`src/hw/rtl/sldpc_pkg.sv`:
```
`default_nettype none
// ----------------------------------------------------------------------------
// sldpc_pkg
// Types and codes shared by the systematic block encoder modules.
// ----------------------------------------------------------------------------
package sldpc_pkg;

    localparam int ROW_W    = 32;
    localparam int IDX_W    = 5;
    localparam int LEN_W    = 6;
    localparam int CFG_IDX_W = 1;

    // request codes
    localparam logic REQ_LOAD = 1'b0;
    localparam logic REQ_MSG  = 1'b1;

    // configuration register indexes
    localparam logic [CFG_IDX_W-1:0] CFG_MSG_LEN    = 1'b0;
    localparam logic [CFG_IDX_W-1:0] CFG_PARITY_LEN = 1'b1;

    localparam logic [LEN_W-1:0] LEN_RESET = 6'd32;

    typedef struct packed {
        logic             req_type;
        logic [IDX_W-1:0] row_index;
        logic [ROW_W-1:0] row_parity;
        logic             msg_bit;
    } t_in_item;

    typedef struct packed {
        logic             code_bit;
        logic [IDX_W-1:0] bit_position;
        logic [ROW_W-1:0] parity_word;
        logic             block_done;
    } t_out_item;

    // classified item handed from front to back
    typedef struct packed {
        logic             is_load;
        logic [IDX_W-1:0] row_index;
        logic [ROW_W-1:0] row_parity;
        logic             msg_bit;
    } t_cmd;

    typedef struct packed {
        logic [IDX_W-1:0] bit_cnt;
        logic             out_full;
    } t_back_stat;

endpackage : sldpc_pkg
`default_nettype wire

```
`src/hw/rtl/sldpc_front.sv`:
```
`default_nettype none
// ----------------------------------------------------------------------------
// sldpc_front
// Accepts items, drops loads aimed beyond the row store, and queues the rest
// in a two-entry queue toward the back end.
// ----------------------------------------------------------------------------
module sldpc_front
    import sldpc_pkg::*;
#(
    parameter int MAX_MSG_BITS = 32
) (
    input  wire logic     i_clk,
    input  wire logic     i_rst_n,
    input  wire logic     i_push,
    input  wire t_in_item i_req,
    output logic          o_full,
    output logic          o_cmd_valid,
    output t_cmd          o_cmd,
    input  wire logic     i_cmd_pop
);

    t_cmd        r_slot [2];
    logic        r_wp, r_rp;
    logic [1:0]  r_cnt;
    logic        n_wp, n_rp;
    logic [1:0]  n_cnt;
    logic        accept;
    logic        keep;
    t_cmd        cmd_in;

    assign o_full      = (r_cnt == 2'd2);
    assign o_cmd_valid = (r_cnt != 2'd0);
    assign o_cmd       = r_slot[r_rp];

    assign accept = i_push && !o_full;
    // loads past the store are swallowed here
    assign keep   = (i_req.req_type == REQ_MSG) ||
                    ({2'b00, i_req.row_index} < 7'(MAX_MSG_BITS));

    always_comb begin
        cmd_in.is_load    = (i_req.req_type == REQ_LOAD);
        cmd_in.row_index  = i_req.row_index;
        cmd_in.row_parity = i_req.row_parity;
        cmd_in.msg_bit    = i_req.msg_bit;
    end

    always_comb begin
        n_wp  = r_wp;
        n_rp  = r_rp;
        n_cnt = r_cnt;
        if (accept && keep) begin
            n_wp = ~r_wp;
        end
        if (i_cmd_pop) begin
            n_rp = ~r_rp;
        end
        n_cnt = r_cnt + 2'(accept && keep) - 2'(i_cmd_pop);
    end

    always_ff @(posedge i_clk) begin
        if (!i_rst_n) begin
            r_wp  <= 1'b0;
            r_rp  <= 1'b0;
            r_cnt <= 2'd0;
        end else begin
            r_wp  <= n_wp;
            r_rp  <= n_rp;
            r_cnt <= n_cnt;
        end
    end

    always_ff @(posedge i_clk) begin
        if (accept && keep) begin
            r_slot[r_wp] <= cmd_in;
        end
    end

endmodule : sldpc_front
`default_nettype wire

```
`src/hw/rtl/sldpc_back.sv`:
```
`default_nettype none
// ----------------------------------------------------------------------------
// sldpc_back
// Holds the row store, parity accumulator, bit counter and length registers;
// runs one item per cycle, stalling messages on a full two-entry result queue.
// ----------------------------------------------------------------------------
module sldpc_back
    import sldpc_pkg::*;
#(
    parameter int MAX_MSG_BITS    = 32,
    parameter int MAX_PARITY_BITS = 32
) (
    input  wire logic                 i_clk,
    input  wire logic                 i_rst_n,
    input  wire logic                 i_cfg_we,
    input  wire logic [CFG_IDX_W-1:0] i_cfg_idx,
    input  wire logic [LEN_W-1:0]     i_cfg_wdata,
    input  wire logic                 i_cmd_valid,
    input  wire t_cmd                 i_cmd,
    output logic                      o_cmd_pop,
    input  wire logic                 i_pop,
    output t_out_item                 o_rsp,
    output logic                      o_empty,
    output t_back_stat                o_stat
);

    localparam int KCAP = (MAX_MSG_BITS < 32) ? MAX_MSG_BITS : 32;
    localparam int PCAP = (MAX_PARITY_BITS < 32) ? MAX_PARITY_BITS : 32;
    localparam int ROWS = KCAP;
    localparam int RIW  = (ROWS > 1) ? $clog2(ROWS) : 1;

    logic [ROW_W-1:0] r_rows [ROWS];
    logic [ROW_W-1:0] r_acc;
    logic [IDX_W-1:0] r_bit_cnt;
    logic [LEN_W-1:0] r_msg_len, r_parity_len;

    t_out_item  r_out [2];
    logic       r_owp, r_orp;
    logic [1:0] r_ocnt;

    logic [LEN_W-1:0] klen, plen;
    logic [ROW_W-1:0] mask, row, acc_nxt;
    logic [LEN_W-1:0] pos_inc;
    logic             done;
    logic             out_full, res_push, res_pop;
    t_out_item        res;

    // effective lengths, clamped to 1..cap
    always_comb begin
        if (r_msg_len == '0) begin
            klen = LEN_W'(1);
        end else if (r_msg_len > LEN_W'(KCAP)) begin
            klen = LEN_W'(KCAP);
        end else begin
            klen = r_msg_len;
        end
        if (r_parity_len == '0) begin
            plen = LEN_W'(1);
        end else if (r_parity_len > LEN_W'(PCAP)) begin
            plen = LEN_W'(PCAP);
        end else begin
            plen = r_parity_len;
        end
    end

    assign mask = {ROW_W{1'b1}} >> (LEN_W'(ROW_W) - plen);

    // counter always stays below klen cap, so it fits the store
    assign row     = r_rows[r_bit_cnt[RIW-1:0]];
    assign acc_nxt = i_cmd.msg_bit ? (r_acc ^ row) : r_acc;
    assign pos_inc = {1'b0, r_bit_cnt} + LEN_W'(1);
    assign done    = (pos_inc >= klen);

    assign out_full  = (r_ocnt == 2'd2);
    assign o_cmd_pop = i_cmd_valid && (i_cmd.is_load || !out_full);
    assign res_push  = o_cmd_pop && !i_cmd.is_load;
    assign o_empty   = (r_ocnt == 2'd0);
    assign res_pop   = i_pop && !o_empty;
    assign o_rsp     = r_out[r_orp];

    assign o_stat.bit_cnt  = r_bit_cnt;
    assign o_stat.out_full = out_full;

    always_comb begin
        res.code_bit     = i_cmd.msg_bit;
        res.bit_position = r_bit_cnt;
        res.parity_word  = done ? (acc_nxt & mask) : '0;
        res.block_done   = done;
    end

    always_ff @(posedge i_clk) begin
        if (!i_rst_n) begin
            r_msg_len    <= LEN_RESET;
            r_parity_len <= LEN_RESET;
            r_acc        <= '0;
            r_bit_cnt    <= '0;
            r_owp        <= 1'b0;
            r_orp        <= 1'b0;
            r_ocnt       <= 2'd0;
        end else begin
            if (i_cfg_we) begin
                case (i_cfg_idx)
                    CFG_MSG_LEN:    r_msg_len    <= i_cfg_wdata;
                    CFG_PARITY_LEN: r_parity_len <= i_cfg_wdata;
                    default: ;
                endcase
            end
            if (res_push) begin
                if (done) begin
                    r_acc     <= '0;
                    r_bit_cnt <= '0;
                end else begin
                    r_acc     <= acc_nxt;
                    r_bit_cnt <= pos_inc[IDX_W-1:0];
                end
                r_owp <= ~r_owp;
            end
            if (res_pop) begin
                r_orp <= ~r_orp;
            end
            r_ocnt <= r_ocnt + 2'(res_push) - 2'(res_pop);
        end
    end

    always_ff @(posedge i_clk) begin
        if (o_cmd_pop && i_cmd.is_load) begin
            r_rows[i_cmd.row_index[RIW-1:0]] <= i_cmd.row_parity;
        end
        if (res_push) begin
            r_out[r_owp] <= res;
        end
    end

endmodule : sldpc_back
`default_nettype wire

```
`src/hw/rtl/systematic_ldpc_encoder.sv`:
```
`default_nettype none
// ----------------------------------------------------------------------------
// systematic_ldpc_encoder
// Systematic binary block encoder with a loadable generator parity store.
// ----------------------------------------------------------------------------
// Takes one item per clock on push/full and hands back one result per message
// item on empty/pop. A load item writes one generator row and yields nothing;
// a message item yields its code bit, and on the last bit of a block the
// masked parity word. Results go through the front and result queue registers.
// Throughput is one item per cycle while full is low, set by the single row
// read and XOR in the back end; full rises only when two results wait unpopped.
// Loads take effect for the next message item. Rows never loaded read as
// unknown. Write msg_len and parity_len only while no items are in flight.
// ----------------------------------------------------------------------------
module systematic_ldpc_encoder
    import sldpc_pkg::*;
#(
    parameter int MAX_MSG_BITS    = 32,
    parameter int MAX_PARITY_BITS = 32
) (
    input  wire logic                 i_clk,
    input  wire logic                 i_rst_n,
    input  wire logic                 i_cfg_we,
    input  wire logic [CFG_IDX_W-1:0] i_cfg_idx,
    input  wire logic [LEN_W-1:0]     i_cfg_wdata,
    input  wire logic                 push,
    input  wire t_in_item             i_req,
    output logic                      full,
    output logic                      empty,
    input  wire logic                 pop,
    output t_out_item                 o_rsp
);

    logic       cmd_valid;
    logic       cmd_pop;
    t_cmd       cmd;
    t_back_stat stat;

    sldpc_front #(
        .MAX_MSG_BITS (MAX_MSG_BITS)
    ) u_front (
        .i_clk       (i_clk),
        .i_rst_n     (i_rst_n),
        .i_push      (push),
        .i_req       (i_req),
        .o_full      (full),
        .o_cmd_valid (cmd_valid),
        .o_cmd       (cmd),
        .i_cmd_pop   (cmd_pop)
    );

    sldpc_back #(
        .MAX_MSG_BITS    (MAX_MSG_BITS),
        .MAX_PARITY_BITS (MAX_PARITY_BITS)
    ) u_back (
        .i_clk       (i_clk),
        .i_rst_n     (i_rst_n),
        .i_cfg_we    (i_cfg_we),
        .i_cfg_idx   (i_cfg_idx),
        .i_cfg_wdata (i_cfg_wdata),
        .i_cmd_valid (cmd_valid),
        .i_cmd       (cmd),
        .o_cmd_pop   (cmd_pop),
        .i_pop       (pop),
        .o_rsp       (o_rsp),
        .o_empty     (empty),
        .o_stat      (stat)
    );

    // back end never takes an item the front has not queued
    a_pop_has_item: assert property (@(posedge i_clk) disable iff (!i_rst_n)
        cmd_pop |-> cmd_valid)
        else $error("back end popped an empty command queue");

    // a message item must not be executed into a full result queue
    a_no_result_overrun: assert property (@(posedge i_clk) disable iff (!i_rst_n)
        (cmd_pop && !cmd.is_load) |-> !stat.out_full)
        else $error("result queue overrun");

    // bit counter stays inside the row store
    a_cnt_range: assert property (@(posedge i_clk) disable iff (!i_rst_n)
        ({2'b00, stat.bit_cnt} < 7'((MAX_MSG_BITS < 32) ? MAX_MSG_BITS : 32)))
        else $error("bit counter beyond block length cap");

    // parity only shows on the last bit of a block
    a_parity_on_done: assert property (@(posedge i_clk) disable iff (!i_rst_n)
        (!empty && !o_rsp.block_done) |-> (o_rsp.parity_word == '0))
        else $error("parity word set on a non-final bit");

endmodule : systematic_ldpc_encoder
`default_nettype wire

```
`config.mk`:
```
export PLATFORM = sky130hd
export DESIGN_NAME = systematic_ldpc_encoder
export DESIGN_NICKNAME = d
export VERILOG_FILES = /design/src/hw/rtl/sldpc_pkg.sv /design/src/hw/rtl/sldpc_front.sv /design/src/hw/rtl/sldpc_back.sv /design/src/hw/rtl/systematic_ldpc_encoder.sv
export SDC_FILE = /design/constraint.sdc
export NUM_CORES = 1
export LEC_CHECK = 0
export ABC_AREA = 1
export BUFFER_PORTS_ARGS = -buffer_cell sky130_fd_sc_hd__buf_2
export CAP_MARGIN = 20
export CORE_MARGIN = 1
export CORE_UTILIZATION = 56
export DETAILED_ROUTE_END_ITERATION = 10
export MAX_ROUTING_LAYER = met4
export PLACE_DENSITY = 0.7
export SETUP_SLACK_MARGIN = 0.5
export SYNTH_ARGS = -nofsm -noshare
export SYNTH_HDL_FRONTEND = slang
export SYNTH_SLANG_ARGS = --single-unit
```
`constraint.sdc`:
```
create_clock -name i_clk -period 6.01 [get_ports i_clk]
set_input_delay 0.9015 -clock i_clk [delete_from_list [all_inputs] [get_ports i_clk]]
set_output_delay 0.9015 -clock i_clk [all_outputs]
set_load 0.03 [all_outputs]
```
==> results of run 1 <==
==> metal layers <==
metal  wire length (µm)  vias up
met5                  0        -
met4               6624        0
met3              16070      356
met2              63880     2060
met1              53770    16580
li1                   -    15010
==> how the worst max path moves through the flow <==
stage               slack (ns)  depth (start not counted)  startpoint                              end
floorplan                 2.77                          6    register     u_back.r_out[0][0]$_DFFE_PP_
global placement          2.34                          6    register  u_back.r_rows[13][15]$_DFFE_PP_
detailed placement        2.37                          6    register  u_back.r_rows[10][18]$_DFFE_PP_
CTS                       2.36                          6    register  u_back.r_rows[14][18]$_DFFE_PP_
global route              2.06                         13    register    u_back.r_out[1][32]$_DFFE_PP_
finish                    2.27                         13    register    u_back.r_out[1][32]$_DFFE_PP_
==> flip-flops by register name, summed over array words and instances, names as in the netlist, named ones only <==
signal and flops:
u_back.r_acc 32, u_back.r_bit_cnt 5, u_back.r_msg_len 6, u_back.r_ocnt 2, u_back.r_orp 1, u_back.r_out 78
u_back.r_owp 1, u_back.r_parity_len 6, u_back.r_rows 1024, u_front.r_cnt 2, u_front.r_rp 1, u_front.r_slot 78
u_front.r_wp 1
==> power groups by stage <==
stage                     sequential (mW)  combinational, mW  clock [mW]
after floorplan                      11.0               3.84           0
after global placement               11.1               5.37           0
after detailed placement             11.1               5.47           0
after CTS                            10.9               5.50        7.49
after global routing                 11.0               6.04        7.81
final                                10.9               5.59        7.45
==> cell type report <==
cell class | instances | area, µm² | area share (%)
Inverter | 85 | 350.3 | 0.6261
Antenna cell | 1 | 2.502 | 0.004472
Multi-Input combinational cell | 2673 | 12420 | 22.20
Clock inverter | 60 | 599.3 | 1.071
Clock buffer | 159 | 3263 | 5.831
Timing Repair Buffer | 162 | 1114 | 1.990
Tap cell | 1176 | 1471 | 2.630
Sequential cell | 1244 | 36730 | 65.65
==> logic make-up after synthesis <==
logic type	Yosys count
AO/OA/AOI/OAI	105
buffers and inverters	331
adder cells (fa/ha/maj)	15
AND/OR/NAND/NOR	2475
multiplexers	73
XOR/XNOR	5
flip-flops	1244
==> placed cells by master (no fill, tap or decap), types with 31 or more instances in the layout <==
cell       instances
edfxtp_1        1180
mux2_2            72
buf_4             61
nor2_1            58
nand2_1         1465
clkbuf_1          31
o21ai_0           36
nand3_1          871
dfxtp_1           57
nand4_1           35
inv_1             79
buf_2             91
clkbuf_16        123
nor2_4            36
a21oi_1           56
==> metrics by stage <==
stage / cells / area [µm²] / hold WS (ns) / power, mW
floorplan: 4248 / 50740 / 0.4257 / 14.83
global placement: 5334 / 51970 / 0.4276 / 16.44
global route: 5560 / 55960 / 0.3769 / 24.80
finish: 5560 / 55960 / 0.3953 / 23.95
detailed placement: 5339 / 52070 / 0.4422 / 16.56
CTS: 5558 / 55930 / 0.3681 / 23.90
==> run metrics, run 1 <==
status=complete, no violations; WS Path Type=reg2reg; Filler cells=6732; vias per cell=6.115; Max stage delay on crit path=0.90 ns; period utilization=62.23%; R2R Setup Slk=2.27 ns; vias=34000; Synth area leaders=edfxtp_1 (70%), nand2_1 (11%), nand3_1 (8.6%); dominant synthesized flop cell=edfxtp_1; delay-heaviest family, CP=buffers and inverters; Final Setup Violations=0; hold path depth=1; post-synthesis compound-gate area fraction=1.120%; sequential-to-total area share from yosys stat=72.36%; Async SR Flop Fraction=0%; Net Switching=7.647 mW; Syn Std Cell Area=50740 µm²; CP Data Arrival Time=4.15 ns; FMAX=0.2674 GHz; CTS tree=built; Fin Setup TNS=0 ns; worst-skew pair later-pin latency=0.70 ns; CP Cell Sequence=buf_4, buf_4, nand2_1, nand3_1, nand3_1, nand2_1, nand2_1, nand3_1, nand3_1, nand2_1, nand2_1, nand2_1, nor2_1; grt met2 use=47.02%; TritonCTS buffer count=119; Hold Path Class=in2reg; Pint=16.31 mW; Comb pwr share=23.3%; switching portion of total power=31.93%; maxcap violations=0; hold buffers post-CTS=0; most common cell in the netlist=nand2_1; via count of the first global-routing pass=31670; crit path buf inv count=2; worst hold start=i_req[26]; RSZ-0062 raised after global routing=no; WHS Endpoint=u_front.r_slot[0][26]$_DFFE_PP_; Worst Reg-to-Reg Cells=13; setup ws final=2.270 ns; syn_nets=4314; H-tree depth=3; Synth Area in Adders=0.3699%; DR WL/cell=25.24 µm; clock network fraction of total power=31.1%; Global Route met1 Usage=42.55%; Sink Count=1244; remaining global-route overflow=0; CP Max Fanout=92; Final nets=4351; Final Hold Viols=0; First DRT Iteration DRCs=4634; biggest area consumer among synthesized cells=edfxtp_1; initial antenna violation count=2; num ports=92; Post-Route WL=140400 µm; met3 Use GR=5.929%; fin crit period=3.740 ns; DP Worst Slack=2.370 ns; Final ANT Viol Nets=0; die area=91810 µm²; Die Width=303.0 µm; site row count=110; Seq pwr share=45.5%; Worst-path clk slew=0.06 ns; Post-CTS Resized=0; Max transition margin=23.66%; pin count of the biggest net entering global routing=230; Seq cells post-synth=1244; Synth Instances=4248; critical path required time=6.42 ns; HPWL Detailed=76990 µm; layout cell share with drive strength beyond 1=10.50%; RR Endpoint=u_back.r_out[1][32]$_DFFE_PP_; Crit path top cell by count=nand2_1; post-synthesis mux area share=1.642%; Die H=303.0 µm; drt first pass iters=6; maximum VDD drop=0.2941 mV; Synth Warn #=0; Final Slew Violations=0; endpoint class of the critical path=register; starting density of the core=56.46%; Root Buffer=clkbuf_16; Post-synth top cells=nand2_1 (1465), edfxtp_1 (1180), nand3_1 (871); slowest CP cell=buf_4; PD cells=428.1 nW/µm²; leakage power=19.99 nW; GRT Max-Usage Layer=met2; clk buf depth=3; Post-CTS Setup Bufs=0; share of the synthesized area in the top cell type=69.84%; Yosys cell types=35; gr usage total=31.50%; Post-synth EDFFs=1180; area delta synth->final=10.29%; first-pass GRT wire length=204000 µm; XOR/XNOR Fraction of Synth Area=0.08631%; Fin Clk Skew=0.02526 ns; Avg Cell Area, Syn=11.94 µm²; DRC violations left=0; Final Util=62.26%; crit path launch type=register; Worst-Margin Slew=1.144 ns; Final GP Congestion=0.8720; Simple-Gate Fraction of Synth Area=20.72%; Port Buffer Count=91; core area=89870 µm²; main combinational cell family by area after synthesis=simple AND/OR/NAND/NOR gates
(Power assumes the default switching activity.)
==> run 2: changes to the inputs <==
ABC_AREA = 0   (was 1)
PLACE_DENSITY = 0.73   (was 0.7)
clock period = 3.3 ns   (was 6.01 ns; I/O delays follow)
==> run metrics, run 2 <==
status=complete, no violations; share of the synthesized area in the top cell type=72.16% (+2.3 points); Worst-Margin Slew=0.7779 ns (-0.3660 ns); gr usage total=26.07% (-5.4 points); die area=88870 µm² (-3.2%); fin crit period=2.791 ns (-0.9491 ns); Synth Instances=2577 (-39%); CP Cell Sequence=buf_4, buf_16, mux4_2, mux2i_1, o211a_1, or4_1, a211oi_2; Final GP Congestion=0.8717 (about the same); Fin Clk Skew=0.03035 ns (+0.005094 ns); commonest non-fill, non-tap cell in the layout=edfxtp_1; Synth area leaders=edfxtp_1 (72%), mux4_2 (7.3%), mux2i_1 (3.7%); Sink Count=1244 (unchanged); CTS tree=built; Filler cells=5627 (-16%); Final Setup Violations=0 (unchanged); area delta synth->final=15.40%; Seq cells post-synth=1244 (unchanged); Die H=298.1 µm (-1.6%); First DRT Iteration DRCs=2738 (-41%); starting density of the core=56.60% (+0.15 points); critical path required time=3.79 ns (-2.63 ns); Max transition margin=47.74% (+24 points); Pwr Total=39.00 mW (+63%); layout cell share with drive strength beyond 1=26.96% (+16 points); FMAX=0.3583 GHz (+34%); max reg flops=1024 (unchanged); Detail Route met2 WL=54340 µm (-15%); via count of the first global-routing pass=26130 (-17%); worst-skew pair later-pin latency=0.70 ns (about the same); pin count of the biggest net entering global routing=70 (-70%); maxcap violations=0 (unchanged); Final Util=65.32% (+3.1 points); first-pass GRT wire length=165600 µm (-19%); Die Width=298.1 µm (-1.6%); crit path launch type=register; Hold Path Class=in2reg; Sequential Area=36740 µm² (about the same); Syn Std Cell Area=49100 µm² (-3.2%); crit path buf inv count=2 (unchanged); Avg Cell Area, Syn=19.05 µm² (+60%); multi-input logic area=11950 µm² (-3.8%); sequential-to-total area share from yosys stat=74.77% (+2.4 points); syn_nets=2643 (-39%); leakage power=17.74 nW (-11%); highest metal used=met4; WS Path Type=reg2reg; drt first pass iters=7 (+1); Fin Setup TNS=0 ns (unchanged); DR WL/cell=27.71 µm (+9.8%); M1 WL=46210 µm (-14%); delay-heaviest family, CP=compound AO/OA/AOI/OAI gates; CP Max Fanout=35 (-62%); DRC violations left=0 (unchanged); Synth Warn #=0 (unchanged); CP Data Arrival Time=3.28 ns (-0.87 ns); Final Hold Viols=0 (unchanged); initial antenna violation count=0 (-2); Final nets=2882 (-34%); maximum VDD drop=0.5321 mV (+81%); Non-Filler Instances=4071 (-27%); vias=25920 (-24%); Post-Place Cells=3792 (-29%); clk buf depth=3 (unchanged); period utilization=84.58% (+22 points); num ports=92 (unchanged); slowest CP cell=or4_1; Port Buffer Count=91 (unchanged); Max stage delay on crit path=0.54 ns (-0.36 ns); PD cells=688.2 nW/µm² (+61%); most common cell in the netlist=edfxtp_1; remaining global-route overflow=0 (unchanged); DR WL met3=10010 µm (-38%); vias per cell=6.367 (+4.1%); Yosys cell types=65 (+86%); Post-synth EDFFs=1180 (unchanged); Final ANT Viol Nets=0 (unchanged); endpoint class of the critical path=register; biggest area consumer among synthesized cells=edfxtp_1; RSZ-0062 raised after global routing=yes; most frequent cells in the layout=edfxtp_1 (1180), mux2i_1 (180), mux4_2 (160); Post-Route WL=112800 µm (-20%); Worst-path clk slew=0.06 ns (about the same); H-tree depth=3 (unchanged); dominant synthesized flop cell=edfxtp_1; TritonCTS buffer count=118 (-0.84%); core area=86750 µm² (-3.5%); Root Buffer=clkbuf_16; site row count=108 (-1.8%); setup ws final=0.5089 ns (-1.761 ns); HPWL Detailed=66540 µm (-14%); Post-synth top cells=edfxtp_1 (1180), mux2i_1 (181), mux4_2 (160); DP Worst Slack=0.1924 ns (-2.177 ns); Final Slew Violations=0 (unchanged); Async SR Flop Fraction=0% (unchanged)
[run 2: logic make-up after synthesis]
logic type | count (synthesis) | share of synthesized area [%]
adders and majority gates | 15 | 0.3822
xor gates and xnor gates | 11 | 0.1962
AOI/OAI and AO/OA | 302 | 4.882
DFF | 1244 | 74.77
muxes | 477 | 14.15
buffers and inverters | 173 | 1.937
and+or+nand+nor | 355 | 3.685
[run 2: worst paths after layout]
path                                     start                                to  slack (ns)  cells after the start
setup / recovery                      register     u_back.r_out[0][24]$_DFFE_PP_        0.51                      7
hold / removal                  i_cfg_wdata[5]  u_back.r_msg_len[5]$_SDFFE_PN1P_        0.06                      3
setup reg to reg                      register     u_back.r_out[0][24]$_DFFE_PP_        0.51                      7
hold reg to reg   u_back.r_acc[2]$_SDFFE_PN0P_      u_back.r_acc[2]$_SDFFE_PN0P_        0.49                      2
[run 2: power by group]
group	internal (mW)	switching [mW]
Combinational	1.97	4.08
Clock	7.62	5.71
Sequential	19.3	0.336
[run 2: layout make-up]
type	instances	share of cell area, %
Sequential cell	1244	64.83
Tap cell	1155	2.550
Clock inverter	72	1.331
Multi-Input combinational cell	1161	21.09
Timing Repair Buffer	256	4.537
Clock buffer	147	5.421
Inverter	35	0.2363
Antenna cell	1	0.004416
[run 2: per-stage QoR]
step	hold WS (ns)	cell area, µm²
6_report	0.05818	56670
5_1_grt	0.04595	56660
4_1_cts	0.02753	56300
3_5_place_dp	0.4813	51870
3_3_place_gp	0.4669	51870
2_1_floorplan	0.4564	49120
[run 2: what timing repair did]
action / 4_1_cts / 5_1_grt
pin swaps: 2 / 4
resized for setup: 17 / 50
hold endpoints to repair: 76 / 0
setup buffers: 12 / 4
gates cloned: 1 / 4
endpoints found under the setup margin: 173 / 141
hold buffers: 38 / 0
[run 2: worst min-delay path: stages]
cell      delay, ns
buf_2          0.10
nand2_1        0.05
o211ai_1       0.08
[run 2: layer usage]
| layer | vias up | GRT usage [%] |
|---|---|---|
| met2 | 1258 | 40.38 |
| li1 | 11090 | - |
| met5 | - | - |
| met4 | 0 | 6.593 |
| met3 | 176 | 5.644 |
| met1 | 13400 | 35.50 |
